[config.mk]
export PLATFORM = sky130hd
export DESIGN_NAME = kml_ram
export DESIGN_NICKNAME = d
export VERILOG_FILES = /design/src/sv/kml_ram.sv
export SDC_FILE = /design/constraint.sdc
export NUM_CORES = 1
export LEC_CHECK = 0
export BUFFER_PORTS_ARGS = -buffer_cell sky130_fd_sc_hd__buf_2
export CAP_MARGIN = 20
export CORE_ASPECT_RATIO = 0.75
export CORE_UTILIZATION = 35
export CTS_CLUSTER_SIZE = 30
export DETAILED_ROUTE_END_ITERATION = 6
export PLACE_DENSITY = 0.5
export SLEW_MARGIN = 10
export SYNTH_ARGS = -nofsm -noshare
export SYNTH_HDL_FRONTEND = slang
export SYNTH_SLANG_ARGS = --single-unit
export TNS_END_PERCENT = 30
[constraint.sdc]
create_clock -name clk_i -period 2.75 [get_ports clk_i]
set_input_delay 0.275 -clock clk_i [delete_from_list [all_inputs] [get_ports clk_i]]
set_output_delay 0.275 -clock clk_i [all_outputs]
set_load 0.05 [all_outputs]
[src/sv/kml_ram.sv]
`timescale 1ns / 1ps
module kml_ram #(
  parameter int WIDTH = 16,
  parameter int DEPTH = 64
) (
  input  logic                     clk_i,
  input  logic                     we_i,
  input  logic [$clog2(DEPTH)-1:0] waddr_i,
  input  logic [WIDTH-1:0]         wdata_i,
  input  logic [$clog2(DEPTH)-1:0] raddr_i,
  output logic [WIDTH-1:0]         rdata_o
);

  logic [WIDTH-1:0] mem [DEPTH];

  always_ff @(posedge clk_i) begin
    if (we_i) begin
      mem[waddr_i] <= wdata_i;
    end
    rdata_o <= mem[raddr_i];
  end

endmodule

Yosys cells after proc, flatten, opt, wreduce, memory -nomap -nowiden
Memories as Yosys holds them, arrays and structs flattened. A register that Yosys moved wholly into a read port is not among the register bits.
Cells that the tools add are included.
{ "word_totals": {"register_bits": 0, "ramBits": 1024, "inputBits": 30, "output_inout_bits": 16, "wordCells": 3, "memories": 1} }
{ "memory_table": {"columns": ["memory", "words", "width", "read_ports", "rd_ports_with_merged_regs", "wr", "line_no", "source"], "rows": [
  ["mem", 64, 16, 1, 1, 1, "14", "logic [WIDTH-1:0] mem [DEPTH];"]
]} }
{ "classes": {"n_mux": 2} }
{ "op_table": {"columns": ["op", "count"], "rows": [
  ["two-way mux 1 bit", 2]
]} }

Logic depth before layout (Yosys ltp)
{ "logic_depth": {"depth_word": 2, "depth_mapped": 10} }

Worst setup path after synthesis
OpenSTA, ideal clock, no wires.
{ "synth_timing": {"path_kind": "in2reg", "startpoint": "input waddr_i[3]", "endpoint": "memory mem[48][0], enable pin", "t_arrival_ns": 1.901, "required_time_ns": 2.341, "path_slack_ns": 0.440, "path_stages": 4, "n_path_buf": 1, "cell_sequence": "clkbuf_1 -> nor2b_1 -> nand4b_1 -> nor3_1"} }
{ "synth_lines": {"columns": ["item", "line_no", "source"], "rows": [
  ["start, declared", "8", "input logic [$clog2(DEPTH)-1:0] waddr_i,"],
  ["end, declared", "14", null]
]} }
No word-level cell before the write port.

==> run summary <==
Part of the power in registers: 52.8%
Max stage delay on crit path: 0.51 ns
Initial Util: 35.27%
Top-Level Pins: 46
# hold bufs at CTS: 3
Slew headroom: 30.67%
CP cell instances: mux4_2 -> mux2i_1 -> nand3_1 -> a31oi_1 -> buf_4 -> a311oi_1
Antenna violations before repair: 16
Final slew viol count: 0
Reg2reg setup slack: 0.56 ns
Final Instance Count excl. Fillers: 3,700
Total grt overflow: 0
Final estimated routing congestion in global placement: 0.8686
Die height: 294.9 µm
Syn nets: 1,859
Setup repair after global routing missed its margin: false
Fmax: 0.4561 GHz
Hold slack final: 0.1497 ns
Worst-skew pair later-pin latency: 0.70 ns
Post-CTS setup buffer count: 0
Crit path DAT: 2.73 ns
Worst min path class: input port to flop
WL final: 106.7 mm
Setup TNS: 0 ns
Vias per inst: 5.348
Remaining routing DRC violations: 0
Most common cell after layout, fill and taps aside: edfxtp_1
Num CTS Buffers: 99
Final setup vio count: 0
H-tree levels: 3
CTS tree: done
Largest fanout on the critical path: 1
Crit path kind: flop to flop
Largest net degree at the start of global routing: 65
Status: finished clean
First-pass DRT Iterations: 6
Die extent in x: 392.6 µm
Max cap viols: 0
Synth cell types: 43
Core Footprint: 0.1135 mm²
Worst Tran Pin Value: 1.040 ns
Routed len/inst: 28.84 µm
Pwr dens: 716.4 mW/mm²
Final instance area: 0.04667 mm²
Placed cell count: 3,506
Die area: 0.1158 mm²
Critical Path RT: 3.29 ns
Antenna-violating nets left: 0
Final Cycle Share: 79.73%
DR iter-0 viols: 2,251
Post-DP Area: 0.04338 mm²
Setup Skew: 0.03186 ns
CTS resizes: 0
Logic pwr share: 5.8%
Clock power share: 41.4%
Buffers added on ports: 45
Fin util: 41.11%
Worst Setup End Kind: flop
CTS root buffer: clkbuf_16
Peak supply drop: 0.4671 mV
Vias: 19.79k
Share of layout cells above drive strength 1: 30.29%
Synth Warn #: 0
Gr usage total: 18.58%
Most frequent cells in the layout: edfxtp_1, mux4_2, buf_4
Switching share of power: 21.88%
Nets: 2,114
Growth of design area from synthesis to finish: 16.56%
Startpoint Class: flop
Final hold violation count: 0
Pint: 0.02612 W
Switching Power: 0.007316 W
P_leak: 14.91 nW
Sequential share of the synthesized area: 77.59%
Reg clk slew, reported paths: 0.06 ns
Clk sink count: 1,040
Clock Tree Buf Depth: 3
FP Rows: 107
CP max stage cell: mux4_2
First-pass GRT wire length: 150.4 mm
Post-Synthesis Cell Area: 0.04004 mm²
Vias in the first global route: 19.81k
Post-DP HPWL: 68.59 mm
Mean Syn Cell Area: 21.89 µm²
Post-route minimum period: 2.193 ns
Synth Register Bits: 1,040
Post-Syn Instances: 1,829
## power by group through the flow
stage | Clock [W] | Combinational, W | Sequential [W]
floorplan | 0 | 0.000908 | 0.0180
global placement | 0 | 0.00194 | 0.0180
detailed placement | 0 | 0.00197 | 0.0180
CTS | 0.0141 | 0.00198 | 0.0176
global route | 0.0147 | 0.00206 | 0.0176
finish | 0.0138 | 0.00195 | 0.0177
## sequential cells by signal, summed over array words and instances, names as in the netlist
register  cells
mem        1024
rdata_o      16
## final cells by class
class                      count  area, µm²
fill                       10060      66850
sequential                  1040      31070
multi-input combinational    685       8249
clock buffer                 123       2640
timing repair buffer         258       2183
tap                         1526       1909
clock inverter                60      603.1
antenna                        8      20.02
## cell usage after synthesis (all sizes together)
cell type	count	area share, %
and2	2	0.031
edfxtp	1024	77
mux4	224	13
a311oi	8	0.17
a22oi	39	0.73
a21oi	17	0.21
dfxtp	16	0.80
nand4	12	0.19
a221o	6	0.15
or3b	1	0.022
buf	77	1.6
a211o	8	0.17
mux2i	85	2.1
nand3b	2	0.037
or3	1	0.016
clkbuf	27	0.27
mux2	27	0.76
nand2	60	0.58
a211oi	8	0.15
nor4	3	0.094
nor2b	30	0.47
nand3	24	0.30
nand4b	1	0.022
a41oi	5	0.11
a221oi	16	0.35
nand2b	3	0.047
a22o	6	0.13
nor3	2	0.025
o21ai	8	0.10
a31oi	8	0.12
nor2	74	0.71
and4	5	0.11
## per-layer routing
| layer | up-vias | global-route usage (%) | routed length [µm] |
|---|---|---|---|
| li1 | 8231 | - | - |
| met1 | 10670 | 28.60 | 50060 |
| met2 | 752 | 26.67 | 46300 |
| met3 | 133 | 4.150 | 8323 |
| met4 | 6 | 4.233 | 1988 |
| met5 | - | 0 | 39 |
## final timing paths
kind / start / end / depth (start not counted)
hold / removal: wdata_i[9] / mem[28][9] / 1
setup reg to reg: mem[31][4] / rdata_o[4] / 6
hold reg to reg: mem[40][13] / rdata_o[13] / 4
setup / recovery: mem[31][4] / rdata_o[4] / 6
## logic make-up (layout without fill, tap and decap cells)
| kind of cell | after synthesis | count (layout) | share of synthesized area, % |
|---|---|---|---|
| buffers and inverters | 104 | 441 | 1.831 |
| multiplexers | 336 | 336 | 15.52 |
| AND/OR/NAND/NOR | 220 | 220 | 2.647 |
| other | 0 | 8 | 0 |
| flip-flops | 1040 | 1040 | 77.59 |
| AO/OA/AOI/OAI | 129 | 129 | 2.409 |
## per-stage QoR
stage / setup slack, ns / total power [W]
4_1_cts: 0.5862 / 0.03376
3_3_place_gp: -0.006719 / 0.01992
2_1_floorplan: 0.4402 / 0.01894
3_5_place_dp: -0.02967 / 0.01995
6_report: 0.5575 / 0.03344
5_1_grt: 0.5526 / 0.03438
## worst max-delay path, delay by kind of cell, from the launching register on
family          cells  cell delay, ns
buf+inv             1            0.13
simple gates        1            0.36
compound gates      2            0.28
mux                 2            0.92
flops               1            0.35
Note: power is estimated with default switching activity, not from simulation.
