[src/sv/kml_div.sv]
`timescale 1ns / 1ps
module kml_div #(
  parameter int DVD_W = 26,
  parameter int DVS_W = 11
) (
  input  logic                    clk_i,
  input  logic                    rst_ni,
  input  logic                    start_i,
  input  logic signed [DVD_W-1:0] dividend_i,
  input  logic [DVS_W-1:0]        divisor_i,
  output logic                    done_o,
  output logic signed [DVD_W-1:0] quotient_o
);

  localparam int CNT_W = $clog2(DVD_W + 1);

  logic [DVD_W-1:0] mag_q, mag_d;
  logic [DVS_W:0]   rem_q, rem_d;
  logic [DVS_W-1:0] dvs_q, dvs_d;
  logic [CNT_W-1:0] cnt_q, cnt_d;
  logic             neg_q, neg_d;
  logic             run_q, run_d;
  logic             done_q, done_d;
  logic [DVS_W:0]   rem_sh;

  always_comb begin
    mag_d  = mag_q;
    rem_d  = rem_q;
    dvs_d  = dvs_q;
    cnt_d  = cnt_q;
    neg_d  = neg_q;
    run_d  = run_q;
    done_d = 1'b0;
    rem_sh = {rem_q[DVS_W-1:0], mag_q[DVD_W-1]};
    if (start_i) begin
      neg_d = dividend_i[DVD_W-1];
      mag_d = dividend_i[DVD_W-1] ? DVD_W'(-dividend_i) : DVD_W'(dividend_i);
      rem_d = '0;
      dvs_d = divisor_i;
      cnt_d = '0;
      run_d = 1'b1;
    end else if (run_q) begin
      if (rem_sh >= {1'b0, dvs_q}) begin
        rem_d = rem_sh - {1'b0, dvs_q};
        mag_d = {mag_q[DVD_W-2:0], 1'b1};
      end else begin
        rem_d = rem_sh;
        mag_d = {mag_q[DVD_W-2:0], 1'b0};
      end
      cnt_d = cnt_q + CNT_W'(1);
      if (cnt_q == CNT_W'(DVD_W - 1)) begin
        run_d  = 1'b0;
        done_d = 1'b1;
      end
    end
  end

  always_ff @(posedge clk_i or negedge rst_ni) begin
    if (!rst_ni) begin
      run_q  <= 1'b0;
      done_q <= 1'b0;
      cnt_q  <= '0;
    end else begin
      run_q  <= run_d;
      done_q <= done_d;
      cnt_q  <= cnt_d;
    end
  end

  always_ff @(posedge clk_i) begin
    mag_q <= mag_d;
    rem_q <= rem_d;
    dvs_q <= dvs_d;
    neg_q <= neg_d;
  end

  assign done_o     = done_q;
  assign quotient_o = neg_q ? -signed'(mag_q) : signed'(mag_q);

endmodule
[config.mk]
export PLATFORM = sky130hd
export DESIGN_NAME = kml_div
export DESIGN_NICKNAME = d
export VERILOG_FILES = /design/src/sv/kml_div.sv
export SDC_FILE = /design/constraint.sdc
export NUM_CORES = 1
export LEC_CHECK = 0
export ABC_AREA = 1
export ABC_CLOCK_PERIOD_IN_PS = 2000
export CORE_AREA = 2 2 116 118
export CTS_BUF_LIST = sky130_fd_sc_hd__clkbuf_16
export CTS_CLUSTER_SIZE = 16
export DETAILED_ROUTE_END_ITERATION = 10
export DIE_AREA = 0 0 118 120
export DONT_BUFFER_PORTS = 1
export GPL_TIMING_DRIVEN = 0
export SLEW_MARGIN = 25
export SYNTH_ARGS = -nofsm -noshare
export SYNTH_HDL_FRONTEND = slang
export SYNTH_SLANG_ARGS = --single-unit
[constraint.sdc]
create_clock -name clk_i -period 2 [get_ports clk_i]
set_input_delay 0.4 -clock clk_i [delete_from_list [all_inputs] [get_ports clk_i]]
set_output_delay 0.4 -clock clk_i [all_outputs]
set_load 0.1 [all_outputs]
After elaboration in Yosys (flattened, before gate mapping)
Index checks and enable logic that the tools add are counted.

Add/subtract/negate cells: 4. Order comparisons: 1. Equality and inequality tests: 1. Mux-type cells: 14. Reduce and logical (&&, ||, !) cells: 1.

Operator list (number): 26-bit 2-to-1 mux (4); 26-bit negator (2); 12-bit by 11-bit >= comparator with 1-bit output (1); 11-bit 2-to-1 mux (1); 11-bit subtractor (1); 5-bit 2-to-1 mux (2); 1-bit 2-to-1 mux (7); 5-bit by 1-bit adder with 5-bit output (second input constant) (1); 5-bit equality test (second input constant) (1); 2-bit nonzero test (1).

Register bits after elaboration: 56. Input bits: 40. Output and inout bits: 27. Word-level logic and storage cells: 28.

Logic depth before layout (Yosys ltp)
Gate-level depths: netlist of run 1.

Depth after elaboration: 4. Mapped depth: 12. Gate-level depth less buffers: 12.

Worst setup path before layout of run 1
OpenSTA, ideal clock, no wires.

Path type: register -> output. Start: register neg_q. End: output port quotient_o[1]. Data arrival time: 2872 ps. Required time: 1600 ps. Slack: -1272 ps. Cell stages (with the launch flop): 4. Buffers on the path: 2. Cell sequence: edfxtp_1 > buf_2 > buf_2 > o21ai_0.

Cells in the longest elaborated chain, start to end: 1.

Ends and longest elaborated chain: from (decl) (line 21) `logic neg_q, neg_d;`; from (signal assigned) (line 74) `neg_q <= neg_d;`; 26-bit 2-to-1 mux (line 78) `assign quotient_o = neg_q ? -signed'(mag_q) : signed'(mag_q);`; to (decl) (line 12) `output logic signed [DVD_W-1:0] quotient_o`.

Every way passes these cells.

Worst setup path after layout of run 1
Start: register mag_q[4]. End: output port quotient_o[18].

Cells in the longest elaborated chain, start to end: 2.

Ends and longest elaborated chain: from (decl) (line 17) `logic [DVD_W-1:0] mag_q, mag_d;`; from (signal assigned) (line 71) `mag_q <= mag_d;`; 26-bit negator (line 78); 26-bit 2-to-1 mux (line 78).

Every way passes these cells.

==> results of run 1 <==
placed cells by master (no fill, tap or decap), drive strengths merged:
master / synthesis / layout
nand2: 170 / 170
inv: 93 / 93
nand3: 76 / 76
buf: 15 / 61
nor2: 56 / 56
edfxtp: 38 / 38
o21ai: 37 / 37
xor2: 28 / 28
nand4: 22 / 22
ha: 15 / 15
a21oi: 14 / 14
dfxtp: 11 / 11
clkbuf: 3 / 9
nor3: 8 / 8
dfrtp: 7 / 7
xnor2: 7 / 7
or2: 5 / 5
nand3b: 3 / 3
clkinvlp: 0 / 2
a31oi: 2 / 2
a21o: 1 / 1
o2111ai: 1 / 1
nor4: 1 / 1
and2: 1 / 1
o22ai: 1 / 1
fa: 1 / 1
clkinv: 0 / 1
dlygate4sd3: 0 / 1
power groups by stage:
stage          Clock, uW  Sequential (uW)  Combinational, uW
4_1_cts              906             1650               3540
5_1_grt              957             1680               4100
2_1_floorplan          0             1660               2810
3_3_place_gp           0             1700               3170
6_report             888             1650               3780
3_5_place_dp           0             1710               3210
worst paths after layout:
path / start / slack (ns) / depth (start not counted) / endpoint
max in group asynchronous: rst_ni / 1.29 / 1 / run_q$_DFF_PN0_
setup / recovery: mag_q[4]$_DFFE_PP_ / -0.66 / 7 / quotient_o[18]
hold / removal: divisor_i[1] / 0.18 / 0 / dvs_q[1]$_DFFE_PP_
hold reg to reg: rem_q[4]$_SDFFE_PP0P_ / 0.48 / 2 / rem_q[4]$_SDFFE_PP0P_
min in group asynchronous: rst_ni / 0.44 / 1 / cnt_q[1]$_DFFE_PN0P_
setup reg to reg: dvs_q[0]$_DFFE_PP_ / 0.05 / 11 / rem_q[6]$_SDFFE_PP0P_
through the flow:
step	area, um2	worst slack [ns]	utilization
4_1_cts	5770	-0.659	0.445
3_3_place_gp	5090	-0.644	0.392
3_5_place_dp	5100	-0.604	0.393
6_report	5980	-0.658	0.461
2_1_floorplan	4870	-0.512	-
5_1_grt	5980	-0.741	0.461
per-layer routing:
layer  wire length (um)  vias up  track usage  part of all wire
met4                419        0       0.0640             0.034
met1               5310     1962        0.213              0.43
li1                   -     2100            -                 -
met2               6130       99        0.319              0.49
met3                558       27       0.0352             0.045
met5                  0        -            0                 0
repair_timing:
item                                    CTS  global route
pin swaps                                26            25
hold endpoints to repair                  7             0
endpoints found under the setup margin   37            34
resized for setup                        57            17
hold buffers                              1             0
setup buffers                            33            15
gates cloned                              0             1
layout make-up:
type                       count  area (um2)  area share
buffer                        18         130      0.0218
clock buffer                   5         125      0.0209
clock inverter                 3        18.8     0.00314
inverter                      93         357      0.0596
multi-input combinational    449        3160       0.529
sequential                    56        1540       0.257
tap                          176         220      0.0368
timing repair buffer          48         428      0.0716
kinds of logic (layout without fill, tap and decap cells):
group / count (synthesis) / count (layout)
buffers and inverters: 111 / 167
XOR/XNOR: 35 / 35
AO/OA/AOI/OAI: 56 / 56
flip-flops: 56 / 56
adder cells (fa/ha/maj): 16 / 16
AND/OR/NAND/NOR: 342 / 342
synth_stat cells, drive strengths merged (3+ instances only):
cell type | count | area, um2
nand3b | 3 | 35.0
o21ai | 37 | 189
nand4 | 22 | 153
clkbuf | 3 | 11.3
xor2 | 28 | 245
or2 | 5 | 31.3
nand3 | 76 | 415
inv | 93 | 349
dfrtp | 7 | 175
buf | 15 | 97.6
nor3 | 8 | 45.0
ha | 15 | 188
dfxtp | 11 | 220
xnor2 | 7 | 61.3
a21oi | 14 | 77.6
nand2 | 170 | 686
nor2 | 56 | 258
edfxtp | 38 | 1140
critical path, cell delays in order (launching register included):
cell and delay [ns]:
edfxtp_1 0.44, nor2_2 0.17, nand4_1 0.18, nor2_2 0.16, nand2_2 0.13, nand2_4 0.14, nand3_4 0.11, xor2_4 0.64
registers in the layout, summed over array words and instances (netlist names):
| register | count |
|---|---|
| run_q | 1 |
| dvs_q | 11 |
| rem_q | 11 |
| done_o | 1 |
| mag_q | 26 |
| neg_q | 1 |
| cnt_q | 5 |
==> impl_metrics.env, run 1 <==
export IMPL_drv_slew=0
export IMPL_pwr_share_seq=0.262
export IMPL_p_total_uw=6320
export IMPL_synth_seq_cells=56
export IMPL_gp_congestion=0.889
export IMPL_cts_root_buf="clkbuf_16"
export IMPL_total_leakage_power_uw=0.00265
export IMPL_crit_arrival_ns=2.26
export IMPL_drtIter0Drc=234
export IMPL_dr_pass1_iters=4
export IMPL_ys_async_sr_fraction=0.125
export IMPL_setup_viol=25
export IMPL_detail_route_antenna_nets=0
export IMPL_postSynthAreaPerCell_um2=7.22
export IMPL_vdd_drop_max_v=0.000412
export IMPL_hold_class="input port to flip-flop"
export IMPL_synth_cells=616
export IMPL_vias=4188
export IMPL_max_freq_mhz=376
export IMPL_powerDensity_nw_per_um2=1060
export IMPL_fin_crit_sh=1.33
export IMPL_dp_final_hpwl_um=9200
export IMPL_core_um2=13000
export IMPL_violations="negative setup slack"
export IMPL_worstSetupStartpointType="flip-flop"
export IMPL_cts_tree="yes"
export IMPL_max_slew_margin=0.401
export IMPL_synth_xor_xnor_area_share=0.0689
export IMPL_setup_ws_ns=-0.658
export IMPL_max_cap_violations=0
export IMPL_grt_pass1_wl_um=20300
export IMPL_tightest_slew_ns=0.899
export IMPL_placedCellCount=792
export IMPL_die_x_um=118
export IMPL_cp_max_fo=5
export IMPL_nFillCells=1257
export IMPL_synth_edff_count=38
export IMPL_synth_top_family_by_area="simple AND/OR/NAND/NOR gates"
export IMPL_sw_frac_of_total=0.490
export IMPL_power_frac_comb=0.598
export IMPL_numCtsBuffers=5
export IMPL_antennaDiodeCount=0
export IMPL_outcome="finished with violations"
export IMPL_synth_main_ff_cell="edfxtp_1"
export IMPL_syn_nets=672
export IMPL_final_cells=848
export IMPL_p_int_uw=3220
export IMPL_syn2layout_area_growth_pct=34.4
export IMPL_path_class="flip-flop to output port"
export IMPL_finalWirelength_um=12400
export IMPL_whs_ns=0.185
export IMPL_start_util=0.343
export IMPL_yosys_area_share_simple=0.368
export IMPL_die_height_um=120
export IMPL_synth_compound_area_frac=0.0678
export IMPL_insertion_delay_ns=0.30
export IMPL_fin_crit_ns=2.66
export IMPL_worstPathRequired_ns=1.60
export IMPL_synth_warning_count=0
export IMPL_finClkSkew_ns=0.0162
export IMPL_grt_max_degree=29
export IMPL_hold_viol_final=0
export IMPL_finalSetupTns_ns=-11.20
export IMPL_rsz0062_at_grt="yes"
export IMPL_synthesis_area_um2=4450
export IMPL_io_pins=67
export IMPL_route_detailed_wl_per_inst_um=14.6
export IMPL_p_switching_uw=3090
export IMPL_synth_mux_area_frac=0
export IMPL_htree_levels=2
export IMPL_synth_fa_ha_area_frac=0.0467
export IMPL_ys_types=43
export IMPL_path_clk_slew_ns=0.08
export IMPL_grt_usage=0.178
export IMPL_vias_per_cell=4.94
export IMPL_drc=0
export IMPL_fin_nets=727
export IMPL_antenna_found_initial=0
export IMPL_rows=42
export IMPL_end_kind="output port"
export IMPL_seq_area_frac_synth=0.345
export IMPL_grt_overflow=0
export IMPL_port_buffers=0
export IMPL_power_frac_clock=0.140
export IMPL_die_area_um2=14200
export IMPL_clockBufferDepth=2
export IMPL_drive_gt1_frac=0.271
export IMPL_grt_pass1_vias=4179
export IMPL_cts_sinks=56
Note: power is estimated with default switching activity, not from simulation.
==> run 2, diff against run 1 <==
Settings changed: ABC_CLOCK_PERIOD_IN_PS 2000 to 2900, GPL_TIMING_DRIVEN 0 to default.
Clock period 2 ns to 2.9 ns, I/O delays scaled along.
==> impl_metrics.env, run 2 (synthesized netlist as in run 1, its figures left out) <==
export IMPL_outcome="complete, no violations"
export IMPL_final_cell_mix="nand2_1, inv_1, nand3_1"
export IMPL_port_buffers=0
export IMPL_dp_final_hpwl_um=8680
export IMPL_grt_overflow=0
export IMPL_detail_route_antenna_nets=0
export IMPL_powerDensity_nw_per_um2=774
export IMPL_vdd_drop_max_v=0.000280
export IMPL_cp_num_buf_inv=2
export IMPL_worstPathRequired_ns=2.32
export IMPL_core_um2=13000
export IMPL_cts_sinks=56
export IMPL_route_detailed_wl_per_inst_um=13.6
export IMPL_gp_congestion=0.908
export IMPL_final_common_cell="nand2_1"
export IMPL_grt_max_degree=41
export IMPL_cp_max_fo=5
export IMPL_met1_usage=0.203
export IMPL_syn2layout_area_growth_pct=21.9
export IMPL_largest_reg_flops=26
export IMPL_drive_gt1_frac=0.180
export IMPL_drtIter0Drc=289
export IMPL_grt_busiest_layer="met2"
export IMPL_nFillCells=1318
export IMPL_drv_slew=0
export IMPL_grt_usage=0.164
export IMPL_dr_pass1_iters=4
export IMPL_vias=3981
export IMPL_die_area_um2=14200
export IMPL_drc=0
export IMPL_path_class="flip-flop to output port"
export IMPL_cpMaxStageDelayCell="edfxtp_1"
export IMPL_die_x_um=118
export IMPL_fin_crit_sh=0.954
export IMPL_crit_family="simple AND/OR/NAND/NOR gates"
export IMPL_crit_path_cell_trace="inv_2, ha_2, nand4_1, nor2_2, nand2_1, nand2_2, nand3_1, xor2_2, buf_12"
export IMPL_fin_nets=694
export IMPL_die_height_um=120
export IMPL_htree_levels=2
export IMPL_antennaDiodeCount=0
export IMPL_final_cells=815
export IMPL_hold_class="input port to flip-flop"
export IMPL_worstSetupStartpointType="flip-flop"
export IMPL_vias_per_cell=4.88
export IMPL_grt_pass1_vias=4077
export IMPL_total_leakage_power_uw=0.00249
export IMPL_end_kind="output port"
export IMPL_rsz0062_at_grt="no"
export IMPL_grtUsageMet2=0.283
export IMPL_insertion_delay_ns=0.30
export IMPL_placedCellCount=804
export IMPL_io_pins=67
export IMPL_tightest_slew_ns=0.863
export IMPL_met3_usage=0.0285
export IMPL_clockBufferDepth=2
export IMPL_max_cap_violations=0
export IMPL_fin_crit_ns=2.77
export IMPL_slowest_delay_ns=0.41
export IMPL_finalSetupTns_ns=0
export IMPL_cts_root_buf="clkbuf_16"
export IMPL_rows=42
export IMPL_finClkSkew_ns=0.00290
export IMPL_setup_viol=0
export IMPL_finalWirelength_um=11100
export IMPL_antenna_found_initial=0
export IMPL_max_freq_mhz=361
export IMPL_grt_pass1_wl_um=18900
export IMPL_top_regs="mag_q: 26 flops, dvs_q: 11 flops, rem_q: 11 flops"
export IMPL_hold_viol_final=0
export IMPL_start_util=0.343
export IMPL_numCtsBuffers=5
export IMPL_cts_tree="yes"
export IMPL_max_slew_margin=0.425
export IMPL_path_clk_slew_ns=0.07
export IMPL_top_register="mag_q"
export IMPL_crit_arrival_ns=2.19
run 2: layout make-up:
type,count,area (um2),share of cell area
Multi-Input combinational cell,449,2620,0.482
Sequential cell,56,1540,0.283
Timing Repair Buffer,33,538,0.0992
Inverter,93,349,0.0644
Tap cell,176,220,0.0406
Clock buffer,5,125,0.0231
Clock inverter,3,38.8,0.00715
run 2: path summary, 6_finish.rpt:
kind                                             start                     end  slack, ns  cells past startpoint
worst max-delay path                mag_q[0]$_DFFE_PP_          quotient_o[18]       0.13                      9
worst max register to register     mag_q[25]$_DFFE_PP_      mag_q[0]$_DFFE_PP_       0.59                     10
max in group asynchronous                       rst_ni    cnt_q[0]$_DFFE_PN0P_       2.03                      1
min in group asynchronous                       rst_ni        done_o$_DFF_PN0_       0.62                      1
worst min register to register  rem_q[10]$_SDFFE_PP0P_  rem_q[10]$_SDFFE_PP0P_       0.47                      2
worst min-delay path                           start_i    cnt_q[2]$_DFFE_PN0P_       0.35                      1
run 2: routing by layer:
| metal | wire (um) | share of wire |
|---|---|---|
| met2 | 5470 | 0.49 |
| met3 | 532 | 0.048 |
| met4 | 233 | 0.021 |
| met1 | 4830 | 0.44 |
| met5 | 0 | 0 |
run 2: report_power, final:
group	internal (uW)	total, uW	switching [uW]
registers	1020	1160	140
clock network	404	690	286
logic	804	2350	1550
run 2: repair_timing:
action                                 in CTS  in global routing
resized for setup                           0                  3
setup endpoints to repair                   0                  4
endpoints found under the hold margin       7                  0
hold buffers                                1                  0
buffers inserted                            0                  2
run 2: worst reg2reg max path, cell delays in order, from the launching register on:
cell      delay, ns
edfxtp_1       0.44
inv_1          0.11
ha_1           0.18
fa_1           0.22
inv_1          0.07
nand3_1        0.08
nand3_2        0.12
nand2_2        0.28
nand4_4        0.32
nand2_1        0.15
o21ai_1        0.07
run 2: per-stage QoR:
step / total power, uW / hold slack [ns] / util / cell area (um2) / setup slack (ns)
2_1_floorplan: 2960 / 0.284 / - / 4540 / 0.00313
3_3_place_gp: 3480 / 0.285 / 0.403 / 5230 / 0.531
3_5_place_dp: 3520 / 0.285 / 0.403 / 5230 / 0.434
4_1_cts: 4220 / 0.338 / 0.416 / 5400 / 0.0964
5_1_grt: 4480 / 0.338 / 0.418 / 5420 / 0.0283
6_report: 4200 / 0.353 / 0.418 / 5420 / 0.133
==> run 3, diff against run 2 <==
Settings changed: PLACE_DENSITY_LB_ADDON from default to 0.15.
==> impl_metrics.env, run 3 (synthesized netlist as in run 1, its figures left out) <==
export IMPL_grt_pass1_vias=4058
export IMPL_crit_family="simple AND/OR/NAND/NOR gates"
export IMPL_drc=0
export IMPL_worstSetupStartpointType="flip-flop"
export IMPL_path_clk_slew_ns=0.07
export IMPL_final_cell_mix="nand2_1, inv_1, nand3_1"
export IMPL_tightest_slew_ns=0.980
export IMPL_power_frac_clock=0.182
export IMPL_drtIter0Drc=230
export IMPL_hold_class="input port to flip-flop"
export IMPL_cts_tree="yes"
export IMPL_cp_max_fo=5
export IMPL_finClkSkew_ns=0.00997
export IMPL_cp_num_buf_inv=2
export IMPL_power_frac_comb=0.548
export IMPL_end_kind="output port"
export IMPL_outcome="complete, no violations"
export IMPL_rows=42
export IMPL_route_detailed_wl_per_inst_um=13.8
export IMPL_grt_max_degree=41
export IMPL_hold_path_depth=1
export IMPL_worstPathRequired_ns=2.32
export IMPL_die_height_um=120
export IMPL_path_class="flip-flop to output port"
export IMPL_dr_pass1_iters=4
export IMPL_worst_path_stages=10
export IMPL_grt_usage=0.169
export IMPL_port_buffers=0
export IMPL_rsz0062_at_grt="no"
export IMPL_htree_levels=2
export IMPL_finalSetupTns_ns=0
export IMPL_top_register="mag_q"
export IMPL_total_leakage_power_uw=0.00250
export IMPL_max_slew_margin=0.344
export IMPL_vdd_drop_max_v=0.000302
export IMPL_antennaDiodeCount=0
export IMPL_vias=3910
export IMPL_die_x_um=118
export IMPL_dp_final_hpwl_um=8870
export IMPL_slowest_delay_ns=0.42
export IMPL_drv_slew=0
export IMPL_max_cap_violations=0
export IMPL_p_int_uw=2310
export IMPL_ff2ff_path_depth=10
export IMPL_p_total_uw=4280
export IMPL_drive_gt1_frac=0.176
export IMPL_fin_crit_sh=0.932
export IMPL_numCtsBuffers=5
export IMPL_cts_root_buf="clkbuf_16"
export IMPL_core_um2=13000
export IMPL_cpMaxStageDelayCell="edfxtp_1"
export IMPL_gp_congestion=0.855
export IMPL_io_pins=67
export IMPL_antenna_found_initial=0
export IMPL_finalWirelength_um=11300
export IMPL_powerDensity_nw_per_um2=788
export IMPL_clockBufferDepth=2
export IMPL_final_common_cell="nand2_1"
export IMPL_start_util=0.343
export IMPL_crit_arrival_ns=2.12
export IMPL_detail_route_antenna_nets=0
export IMPL_max_freq_mhz=370
export IMPL_largest_reg_flops=26
export IMPL_grt_overflow=0
export IMPL_vias_per_cell=4.80
export IMPL_p_switching_uw=1970
export IMPL_syn2layout_area_growth_pct=22.2
export IMPL_pwr_share_seq=0.270
export IMPL_fin_crit_ns=2.70
export IMPL_insertion_delay_ns=0.30
export IMPL_fin_nets=693
export IMPL_grt_pass1_wl_um=19300
export IMPL_sw_frac_of_total=0.460
export IMPL_setup_viol=0
export IMPL_die_area_um2=14200
export IMPL_crit_path_cell_trace="inv_2, ha_1, nand4_1, nor2_2, nand2_1, nand2_2, nand2_1, o21ai_1, nand2_1, buf_12"
export IMPL_top_regs="mag_q: 26 flops, dvs_q: 11 flops, rem_q: 11 flops"
export IMPL_cts_sinks=56
export IMPL_hold_viol_final=0
export IMPL_cp_common_cell="nand2_1"
-- run 3: cell type report --
| class | count | area, um2 |
|---|---|---|
| flip-flops and latches | 56 | 1540 |
| inverters | 93 | 349 |
| clock inverters | 3 | 63.8 |
| repair buffers | 32 | 531 |
| multi-input cells | 449 | 2610 |
| fillers | 1369 | 7540 |
| clock buffers | 5 | 125 |
| well taps | 176 | 220 |
-- run 3: power groups by stage --
stage | Combinational [uW] | Clock [uW] | Sequential (uW)
floorplan | 1830 | 0 | 1130
global placement | 2330 | 0 | 1170
detailed placement | 2350 | 0 | 1170
CTS | 2360 | 799 | 1160
global route | 2560 | 822 | 1180
finish | 2350 | 779 | 1160
-- run 3: path summary, 6_finish.rpt --
| check | to | slack, ns | start |
|---|---|---|---|
| setup / recovery | quotient_o[16] | 0.20 | mag_q[1]$_DFFE_PP_ |
| hold / removal | cnt_q[4]$_DFFE_PN0P_ | 0.36 | start_i |
| setup reg to reg | mag_q[0]$_DFFE_PP_ | 0.57 | mag_q[25]$_DFFE_PP_ |
| hold reg to reg | rem_q[10]$_SDFFE_PP0P_ | 0.47 | rem_q[10]$_SDFFE_PP0P_ |
| max in group asynchronous | cnt_q[1]$_DFFE_PN0P_ | 2.02 | rst_ni |
| min in group asynchronous | cnt_q[0]$_DFFE_PN0P_ | 0.61 | rst_ni |
-- run 3: through the flow --
| stage | setup slack (ns) | hold slack, ns | std cells | instance area (um2) | util |
|---|---|---|---|---|---|
| after floorplan | 0.00313 | 0.284 | 616 | 4540 | - |
| after global placement | 0.516 | 0.285 | 804 | 5230 | 0.403 |
| after detailed placement | 0.447 | 0.285 | 804 | 5230 | 0.403 |
| after CTS | 0.115 | 0.348 | 813 | 5430 | 0.418 |
| after global routing | 0.00752 | 0.352 | 814 | 5440 | 0.419 |
| final | 0.198 | 0.362 | 814 | 5440 | 0.419 |
-- run 3: metal layers --
layer	global-route usage	up-vias	part of all wire
met4	0.0572	0	0.021
met2	0.302	69	0.50
met3	0.0271	16	0.035
met1	0.207	1803	0.44
met5	0	-	0
li1	-	2022	-
-- run 3: what timing repair did --
action / CTS / global route
hold buffers: 1 / 0
gates resized for setup: 0 / 2
setup endpoints to repair: 0 / 4
hold endpoints to repair: 7 / 0
buffers inserted: 0 / 1
